$ cat src/rtl/core/jet_velocity_integrator_macros.svh
// Assertion macros shared by the jet velocity integrator RTL.
`ifndef JET_VELOCITY_INTEGRATOR_MACROS_SVH
`define JET_VELOCITY_INTEGRATOR_MACROS_SVH
`ifndef SYNTH
// plain property, checked out of reset
`define JVI_ASSERT(lbl, prop, msg) \
	lbl: assert property (@(posedge clk) disable iff (!arst_n) (prop)) else $error(msg);
// overlapping implication, checked out of reset
`define JVI_ASSERT_IMPL(lbl, pre, post, msg) \
	lbl: assert property (@(posedge clk) disable iff (!arst_n) (pre) |-> (post)) else $error(msg);
// next-cycle implication, checked out of reset
`define JVI_ASSERT_NEXT(lbl, pre, post, msg) \
	lbl: assert property (@(posedge clk) disable iff (!arst_n) (pre) |=> (post)) else $error(msg);
`else
`define JVI_ASSERT(lbl, prop, msg)
`define JVI_ASSERT_IMPL(lbl, pre, post, msg)
`define JVI_ASSERT_NEXT(lbl, pre, post, msg)
`endif
`endif

$ cat src/rtl/core/jvi_pkg.sv
// Types and constants of the jet velocity integrator.
`timescale 1ns / 1ps
`default_nettype none
package jvi_pkg;

	// field and register widths
	localparam int VEL_W     = 32;
	localparam int PRES_W    = 32;
	localparam int IMP_W     = 32;
	localparam int CFG_W     = 32;
	localparam int CFG_IDX_W = 2;
	localparam int BGAIN_W   = 24;
	localparam int IGAIN_W   = 32;
	localparam int LIMIT_W   = 32;
	localparam int DENS_W    = 16;

	// register reset values
	localparam logic [BGAIN_W-1:0] BGAIN_RST = 24'd31536;
	localparam logic [IGAIN_W-1:0] IGAIN_RST = 32'd10548921;
	localparam logic [LIMIT_W-1:0] LIMIT_RST = 32'd32768000;
	localparam logic [DENS_W-1:0]  DENS_RST  = 16'd39322;

	// fixed point
	localparam int FRAC_SHIFT = 16;
	localparam int GAIN_SHIFT = 24;
	localparam int DIFF_W     = PRES_W + 1;   // pin - pout, or new - old velocity
	localparam int DIFF_D_W   = 49;           // difference term, |d| < 2^48
	localparam int SUM_W      = 50;           // velocity plus increment before saturation
	localparam int IMP_P_W    = 49;           // impulse before clamp

	// digit-serial multiplier
	localparam int MUL_AW    = 48;
	localparam int MUL_BW    = 32;
	localparam int MUL_DIG   = 8;
	localparam int MUL_STEPS = MUL_BW / MUL_DIG;
	localparam int MUL_PW    = MUL_AW + MUL_BW;
	localparam int MUL_SW    = MUL_AW + MUL_DIG;
	localparam int CNT_W     = $clog2(MUL_STEPS + 2);
	localparam logic [CNT_W-1:0] CNT_LOAD = '0;
	localparam logic [CNT_W-1:0] CNT_LAST = CNT_W'(MUL_STEPS + 1);

	// saturation bounds at the sum width
	localparam logic signed [SUM_W-1:0] VEL_MAX =
		{{(SUM_W-VEL_W+1){1'b0}}, {(VEL_W-1){1'b1}}};
	localparam logic signed [SUM_W-1:0] VEL_MIN =
		{{(SUM_W-VEL_W+1){1'b1}}, {(VEL_W-1){1'b0}}};

	typedef enum logic [CFG_IDX_W-1:0] {
		REG_BERNOULLI_GAIN,
		REG_IMPULSE_GAIN,
		REG_IMPULSE_LIMIT,
		REG_HALF_AIR_DENSITY
	} cfg_reg_t;

	typedef enum logic [3:0] {
		ST_IDLE,
		ST_SQ_V,
		ST_HD_V,
		ST_GN_V,
		ST_SQ_S,
		ST_HD_S,
		ST_GN_S,
		ST_IMP,
		ST_WB
	} state_t;

	typedef struct packed {
		logic accept;
		logic load;
		logic step;
		logic capture;
		logic wb;
	} ctrl_t;

endpackage
`default_nettype wire

$ cat src/rtl/core/jet_velocity_integrator.sv
// Jet velocity integrator: Euler step of the unsteady Bernoulli equation per sample.
//
// Usage:
//  - Input channel (in_valid/in_ready) carries one sample per transaction:
//    pressure_inside and pressure_outside, signed Q16.16.
//  - Output channel (out_valid/out_ready) carries one result per sample:
//    jet_velocity, steady_velocity (signed Q16.16, saturating) and impulse_out.
//  - Config port: cfg_we writes cfg_data into register cfg_index
//    (0 bernoulli gain, 1 impulse gain, 2 impulse limit, 3 half air density).
//    Write only while no sample is in flight.
//  - One shared 48 x 8 digit multiplier does all seven products in sequence:
//    |v|^2, *density, *gain for each velocity, then change * impulse gain.
//    Each product runs load, 4 digit steps, then capture.
//  - in_ready is high only when idle, also while a result waits on out_ready.
//  - A stalled receiver holds the block in write-back; velocities are
//    committed only when the new result enters the output register.
//  - Reset clears both velocities, loads register defaults, empties output.
`timescale 1ns / 1ps
`default_nettype none
`include "jet_velocity_integrator_macros.svh"
module jet_velocity_integrator
	import jvi_pkg::*;
(
	input  logic                     clk,
	input  logic                     arst_n,
	input  logic                     cfg_we,
	input  logic [CFG_IDX_W-1:0]     cfg_index,
	input  logic [CFG_W-1:0]         cfg_data,
	input  logic                     in_valid,
	output logic                     in_ready,
	input  logic signed [PRES_W-1:0] pressure_inside,
	input  logic signed [PRES_W-1:0] pressure_outside,
	output logic                     out_valid,
	input  logic                     out_ready,
	output logic signed [VEL_W-1:0]  jet_velocity,
	output logic signed [VEL_W-1:0]  steady_velocity,
	output logic [IMP_W-1:0]         impulse_out
);

	// config registers
	logic [BGAIN_W-1:0] bgain_q;
	logic [IGAIN_W-1:0] igain_q;
	logic [LIMIT_W-1:0] limit_q;
	logic [DENS_W-1:0]  dens_q;

	// control
	state_t           state_q, state_d;
	logic [CNT_W-1:0] cnt_q;
	ctrl_t            ctrl;
	logic             is_mul;

	// state and per-sample working registers
	logic signed [VEL_W-1:0]    v_q, s_q, nv_q, ns_q;
	logic signed [PRES_W-1:0]   pin_q;
	logic signed [DIFF_W-1:0]   diff_q;
	logic [MUL_AW-1:0]          sq_q;
	logic signed [DIFF_D_W-1:0] d_q;
	logic [IMP_W-1:0]           imp_q;

	// multiplier
	logic [MUL_AW-1:0] a_q;
	logic [MUL_PW-1:0] pr_q;
	logic [MUL_SW-1:0] psum;
	logic [MUL_AW-1:0] op_a;
	logic [MUL_BW-1:0] op_b;

	// output register
	logic                    out_valid_q;
	logic signed [VEL_W-1:0] jv_q, sv_q;
	logic [IMP_W-1:0]        io_q;

	// operand and capture logic
	logic [VEL_W-1:0]           v_mag, s_mag;
	logic [DIFF_D_W-1:0]        d_abs;
	logic signed [DIFF_W-1:0]   chg;
	logic [MUL_AW-1:0]          chg_mag;
	logic [MUL_AW-1:0]          prod_frac;
	logic [MUL_AW-1:0]          prod_gain;
	logic signed [DIFF_D_W-1:0] diff_sel, d_next;
	logic signed [SUM_W-1:0]    old_ext, r_ext, vsum, vsat;
	logic [IMP_P_W-1:0]         imp_p;
	logic [IMP_W-1:0]           imp_next;

	//------------------------------------------------------------------
	// config writes
	//------------------------------------------------------------------
	always_ff @(posedge clk or negedge arst_n) begin
		if (!arst_n) begin
			bgain_q <= BGAIN_RST;
			igain_q <= IGAIN_RST;
			limit_q <= LIMIT_RST;
			dens_q  <= DENS_RST;
		end else if (cfg_we) begin
			case (cfg_reg_t'(cfg_index))
				REG_BERNOULLI_GAIN:   bgain_q <= cfg_data[BGAIN_W-1:0];
				REG_IMPULSE_GAIN:     igain_q <= cfg_data[IGAIN_W-1:0];
				REG_IMPULSE_LIMIT:    limit_q <= cfg_data[LIMIT_W-1:0];
				REG_HALF_AIR_DENSITY: dens_q  <= cfg_data[DENS_W-1:0];
				default: ;
			endcase
		end
	end

	//------------------------------------------------------------------
	// sequencer: next state
	//------------------------------------------------------------------
	always_comb begin
		state_d = state_q;
		case (state_q)
			ST_IDLE: if (in_valid) state_d = ST_SQ_V;
			ST_SQ_V: if (cnt_q == CNT_LAST) state_d = ST_HD_V;
			ST_HD_V: if (cnt_q == CNT_LAST) state_d = ST_GN_V;
			ST_GN_V: if (cnt_q == CNT_LAST) state_d = ST_SQ_S;
			ST_SQ_S: if (cnt_q == CNT_LAST) state_d = ST_HD_S;
			ST_HD_S: if (cnt_q == CNT_LAST) state_d = ST_GN_S;
			ST_GN_S: if (cnt_q == CNT_LAST) state_d = ST_IMP;
			ST_IMP:  if (cnt_q == CNT_LAST) state_d = ST_WB;
			ST_WB:   if (!out_valid_q || out_ready) state_d = ST_IDLE;
			default: state_d = ST_IDLE;
		endcase
	end

	//------------------------------------------------------------------
	// sequencer: strobes
	//------------------------------------------------------------------
	always_comb begin
		is_mul       = state_q inside {ST_SQ_V, ST_HD_V, ST_GN_V, ST_SQ_S, ST_HD_S,
		                               ST_GN_S, ST_IMP};
		ctrl.accept  = (state_q == ST_IDLE) && in_valid;
		ctrl.load    = is_mul && (cnt_q == CNT_LOAD);
		ctrl.capture = is_mul && (cnt_q == CNT_LAST);
		ctrl.step    = is_mul && !ctrl.load && !ctrl.capture;
		ctrl.wb      = (state_q == ST_WB) && (!out_valid_q || out_ready);
		in_ready     = (state_q == ST_IDLE);
	end

	always_ff @(posedge clk or negedge arst_n) begin
		if (!arst_n) begin
			state_q <= ST_IDLE;
			cnt_q   <= CNT_LOAD;
		end else begin
			state_q <= state_d;
			if (ctrl.capture)
				cnt_q <= CNT_LOAD;
			else if (ctrl.load || ctrl.step)
				cnt_q <= cnt_q + CNT_W'(1);
		end
	end

	//------------------------------------------------------------------
	// operand select at load
	//------------------------------------------------------------------
	always_comb begin
		v_mag   = v_q[VEL_W-1] ? (~$unsigned(v_q) + VEL_W'(1)) : $unsigned(v_q);
		s_mag   = s_q[VEL_W-1] ? (~$unsigned(s_q) + VEL_W'(1)) : $unsigned(s_q);
		d_abs   = d_q[DIFF_D_W-1] ? (~$unsigned(d_q) + DIFF_D_W'(1)) : $unsigned(d_q);
		chg     = DIFF_W'(nv_q) - DIFF_W'(v_q);
		// only a rising velocity gives an impulse
		chg_mag = (!chg[DIFF_W-1] && (chg != '0)) ? MUL_AW'(chg[DIFF_W-2:0]) : '0;
		case (state_q)
			ST_SQ_V: begin
				op_a = MUL_AW'(v_mag);
				op_b = MUL_BW'(v_mag);
			end
			ST_SQ_S: begin
				op_a = MUL_AW'(s_mag);
				op_b = MUL_BW'(s_mag);
			end
			ST_HD_V, ST_HD_S: begin
				op_a = sq_q;
				op_b = MUL_BW'(dens_q);
			end
			ST_GN_V, ST_GN_S: begin
				op_a = d_abs[MUL_AW-1:0];
				op_b = MUL_BW'(bgain_q);
			end
			ST_IMP: begin
				op_a = chg_mag;
				op_b = MUL_BW'(igain_q);
			end
			default: begin
				op_a = '0;
				op_b = '0;
			end
		endcase
	end

	//------------------------------------------------------------------
	// digit-serial multiplier, multiplier digits consumed LSB first;
	// low product bits shift into the vacated multiplier field
	//------------------------------------------------------------------
	assign psum = MUL_SW'(pr_q[MUL_PW-1:MUL_BW]) + MUL_SW'(a_q) * MUL_SW'(pr_q[MUL_DIG-1:0]);

	always_ff @(posedge clk) begin
		if (ctrl.load) begin
			a_q  <= op_a;
			pr_q <= MUL_PW'(op_b);
		end else if (ctrl.step) begin
			pr_q <= {psum, pr_q[MUL_BW-1:MUL_DIG]};
		end
	end

	//------------------------------------------------------------------
	// product post-processing
	//------------------------------------------------------------------
	always_comb begin
		prod_frac = pr_q[FRAC_SHIFT +: MUL_AW];
		prod_gain = pr_q[GAIN_SHIFT +: MUL_AW];
		// driven uses pin - pout, steady uses pin alone
		diff_sel  = (state_q == ST_HD_V) ? DIFF_D_W'(diff_q) : DIFF_D_W'(pin_q);
		d_next    = diff_sel - $signed(DIFF_D_W'(prod_frac));
		old_ext   = (state_q == ST_GN_V) ? SUM_W'(v_q) : SUM_W'(s_q);
		r_ext     = $signed(SUM_W'(prod_gain));
		// increment truncates toward zero: apply sign after the gain
		vsum      = d_q[DIFF_D_W-1] ? (old_ext - r_ext) : (old_ext + r_ext);
		if (vsum > VEL_MAX)
			vsat = VEL_MAX;
		else if (vsum < VEL_MIN)
			vsat = VEL_MIN;
		else
			vsat = vsum;
		imp_p    = pr_q[FRAC_SHIFT +: IMP_P_W];
		imp_next = (imp_p > IMP_P_W'(limit_q)) ? limit_q : imp_p[IMP_W-1:0];
	end

	always_ff @(posedge clk) begin
		if (ctrl.accept) begin
			pin_q  <= pressure_inside;
			diff_q <= DIFF_W'(pressure_inside) - DIFF_W'(pressure_outside);
		end
		if (ctrl.capture) begin
			case (state_q)
				ST_SQ_V, ST_SQ_S: sq_q  <= prod_frac;
				ST_HD_V, ST_HD_S: d_q   <= d_next;
				ST_GN_V:          nv_q  <= vsat[VEL_W-1:0];
				ST_GN_S:          ns_q  <= vsat[VEL_W-1:0];
				ST_IMP:           imp_q <= imp_next;
				default: ;
			endcase
		end
		if (ctrl.wb) begin
			jv_q <= nv_q;
			sv_q <= ns_q;
			io_q <= imp_q;
		end
	end

	//------------------------------------------------------------------
	// velocity state and output valid
	//------------------------------------------------------------------
	always_ff @(posedge clk or negedge arst_n) begin
		if (!arst_n) begin
			v_q         <= '0;
			s_q         <= '0;
			out_valid_q <= 1'b0;
		end else begin
			if (ctrl.wb) begin
				v_q         <= nv_q;
				s_q         <= ns_q;
				out_valid_q <= 1'b1;
			end else if (out_ready) begin
				out_valid_q <= 1'b0;
			end
		end
	end

	assign out_valid       = out_valid_q;
	assign jet_velocity    = jv_q;
	assign steady_velocity = sv_q;
	assign impulse_out     = io_q;

	//------------------------------------------------------------------
	// checks
	//------------------------------------------------------------------
	`JVI_ASSERT_NEXT(a_start, ctrl.accept, state_q == ST_SQ_V && cnt_q == CNT_LOAD, "no start")
	`JVI_ASSERT_NEXT(a_state_hold, state_q != ST_WB, $stable(v_q) && $stable(s_q), "state moved")
	`JVI_ASSERT_IMPL(a_cnt_idle, !is_mul, cnt_q == CNT_LOAD, "digit counter busy")
	`JVI_ASSERT_IMPL(a_valid_wb, $rose(out_valid_q), $past(state_q) == ST_WB, "no write-back")

endmodule
`default_nettype wire

$ cat config.mk
export PLATFORM = sky130hd
export DESIGN_NAME = jet_velocity_integrator
export DESIGN_NICKNAME = d
export VERILOG_FILES = /design/src/rtl/core/jvi_pkg.sv /design/src/rtl/core/jet_velocity_integrator.sv
export VERILOG_INCLUDE_DIRS = /design/src /design/src/rtl/core
export SDC_FILE = /design/constraint.sdc
export NUM_CORES = 2
export LEC_CHECK = 0
export BUFFER_PORTS_ARGS = -buffer_cell sky130_fd_sc_hd__buf_2
export CORE_ASPECT_RATIO = 0.8
export CORE_UTILIZATION = 60
export DETAILED_ROUTE_END_ITERATION = 8
export PLACE_DENSITY = 0.88
export SYNTH_ARGS = -nofsm -noshare
export SYNTH_HDL_FRONTEND = slang
export SYNTH_SLANG_ARGS = --single-unit
$ cat constraint.sdc
create_clock -name clk -period 7.7 [get_ports clk]
set_input_delay 1.54 -clock clk [delete_from_list [all_inputs] [get_ports clk]]
set_output_delay 1.54 -clock clk [all_outputs]
set_load 0.05 [all_outputs]
==> flow_summary.ini <==
[place]
dp_hpwl_mm = 113.9
io_buffer_count = 200
gp_congestion = 1.032

[floorplan]
die_y_um = 257.2
die-area_sq_um = 82580
die_x_um = 321.0
coreArea_sq_um = 80520
rows = 93
start_util_pct = 60.68
ios = 201

[synth]
synthCells = 4678
synth_mux_area_share_pct = 4.628
synth-edff-count = 434
synth_largest_area_cell = edfxtp_1
synth.distinct_cells = 86
yosys.area_share.simple_pct = 12.06
synth.avg_cell_area_sq_um = 10.44
ys_warn_count = 0
synth_top_area_share_pct = 26.67
async_flop_share_pct = 26.75
synth_seq_cells = 658
ys_top_cells_by_area = edfxtp_1, fa_1, dfrtp_1
synth_fa_ha_area_share_pct = 20.51
synthXorXnorAreaFrac_pct = 5.969
synthesis.nets = 5385
ys_seq_area_share_pct = 37.74
synth-compound-area-share_pct = 14.41
syn-cell-area_sq_um = 48860
ys.flop_type = edfxtp_1
synth_top_family_by_area = adder cells

[timing]
setup_viol = 0
finalCritPeriodShare_pct = 93.48
hold_violations = 0
drv_slew = 0
fin_setup_tns_ps = 0
max_slew_margin_pct = 22.29
max_clock_freq_ghz = 0.1389
final.min_clock_period_ps = 7198
finalClockSkew_ps = 24.69
rsz0062_at_grt = no
worst_pin_slew_ps = 1166

[worst_setup_path]
crit_type = reg2reg
worstPathCellList = buf_4, nand2_1, fa_1, inv_1, fa_1, fa_1, fa_1, ha_1, a2111oi_0, o21ai_0, a311o_1, a21o_1, o22ai_1, o311ai_0, a31oi_1, a31oi_1, and4_1, a211oi_1, xor2_1, a221oi_1
arrival_ps = 7740
cp_common_cell = fa_1
cp-start-kind = flip-flop
critPathMaxStageDelay_ps = 870
crit_path_top_delay_cell = edfxtp_1
required_ps = 8240
cp-end-kind = flip-flop
path_max_fanout = 19

[drt]
wl_met1_mm = 58.82
ant_nets = 0
top_layer = met5
wl_mm = 148.8
drt_iter0_markers = 5045
firstDrtPassIters = 7
drc = 0
vias_per_cell = 6.424
routedWlPerCell_um = 24.84
wl_met2_mm = 60.38
route.met3.wl_mm = 25.21
dr_total_vias = 38486

[clock_network]
path_clk_slew_ps = 60
cts_tree = done
htree_num_levels = 3
cts_sinks = 658
clockRootBuffer = clkbuf_16
clockBufferDepth = 3
cts_resized = 0
cts_hold_buf = 0
cts_buffers = 68
postCtsSetupBuffers = 0
insertion_delay_ps = 650

[global_routing]
antenna_found_initial = 8
grt_pass1_vias = 37524
grt_pass1_wl_mm = 225.8
grt_overflow_total = 0
grt_use_total_pct = 36.24
grt_max_degree = 101

[layout]
layout_commonest_cell = nand2_1
layout.nets = 5549
final_cell_mix = nand2_1, inv_1, edfxtp_1
layout-drive-gt1-share_pct = 12.89
syn_to_final_growth_pct = 9.370

[job]
cap_violations = 0

[worst_hold_path]
hold_class = reg2reg

[run_status]
status = finished clean
[registers in the layout, indices dropped and copies added, names as in the netlist, 24 cells and up]
name             cells
nv_q                32
a_q                 48
v_q                 32
d_q                 49
imp_q               32
diff_q              33
steady_velocity     32
s_q                 32
pr_q                80
pin_q               32
jet_velocity        32
limit_q             32
igain_q             32
ns_q                32
sq_q                48
impulse_out         32
bgain_q             24
[area by class of cell]
| type | instances | area [sq um] |
|---|---|---|
| clock buffers | 93 | 1898 |
| fillers | 6054 | 27090 |
| repair buffers | 263 | 1493 |
| well taps | 1092 | 1366 |
| clock inverters | 32 | 350.3 |
| flip-flops and latches | 658 | 18440 |
| diodes | 2 | 5.005 |
| multi-input cells | 3411 | 28230 |
| inverters | 440 | 1657 |
[critical path, delay by kind of cell (launching register included)]
family,cells,cell delay (ps)
AO/OA/AOI/OAI,10,2950
adder cells (fa/ha/maj),5,2340
XOR/XNOR,1,130
buffers and inverters,2,460
AND/OR/NAND/NOR,2,340
flip-flops,1,870
[layer usage]
metal / global-route usage (%) / up-vias
li1: - / 16853
met1: 50.79 / 18796
met2: 49.94 / 2511
met3: 16.93 / 316
met4: 10.26 / 10
met5: 0.5263 / -
[synthesized netlist by cell type, types with 38 or more instances]
cell	n
xnor2_1	225
nand2b_1	59
inv_1	439
dfrtp_1	141
nor2_1	155
edfxtp_1	434
a21oi_1	216
mux2i_1	38
fa_1	328
ha_1	276
and2_1	161
clkbuf_1	158
o31ai_1	55
o21ai_0	254
a21o_1	138
xor2_1	108
nor3_1	42
nand2_1	519
a221oi_1	79
nand3_1	54
mux2_2	167
o22ai_1	46
dfxtp_1	48
[stage by stage]
step,setup slack (ps),instance area (sq um),hold WS [ps],cells,util (%)
6_report,502.0,53440,409.7,5991,66.36
5_1_grt,127.4,53430,413.9,5989,66.36
4_1_cts,671.2,53430,410.8,5989,66.36
3_5_place_dp,742.1,51180,404.5,5864,63.56
3_3_place_gp,884.8,51180,402.1,5864,63.56
2_1_floorplan,1615,48860,400.3,4678,-
[logic make-up (layout without fill, tap and decap cells)]
logic type	count (synthesis)	count (layout)
flops	658	658
other cells	0	2
xor+xnor	333	333
mux	205	205
fa+ha+maj	604	604
buf+inv	609	828
simple gates	1206	1206
compound gates	1063	1063
[path summary, 6_finish.rpt]
kind,startpoint,to,slack [ps],depth (start not counted)
worst max register to register,pr_q[5],pr_q[77],500,20
worst max-delay path,pr_q[5],pr_q[77],500,20
worst min register to register,imp_q[6],impulse_out[6],410,0
min in group asynchronous,arst_n,s_q[9],1020,1
max in group asynchronous,arst_n,igain_q[28],5010,2
worst min-delay path,imp_q[6],impulse_out[6],410,0
Power is left out: the tool's default activity adds up to more than one toggle a clock period on the data nets, which glitch-free logic cannot reach.
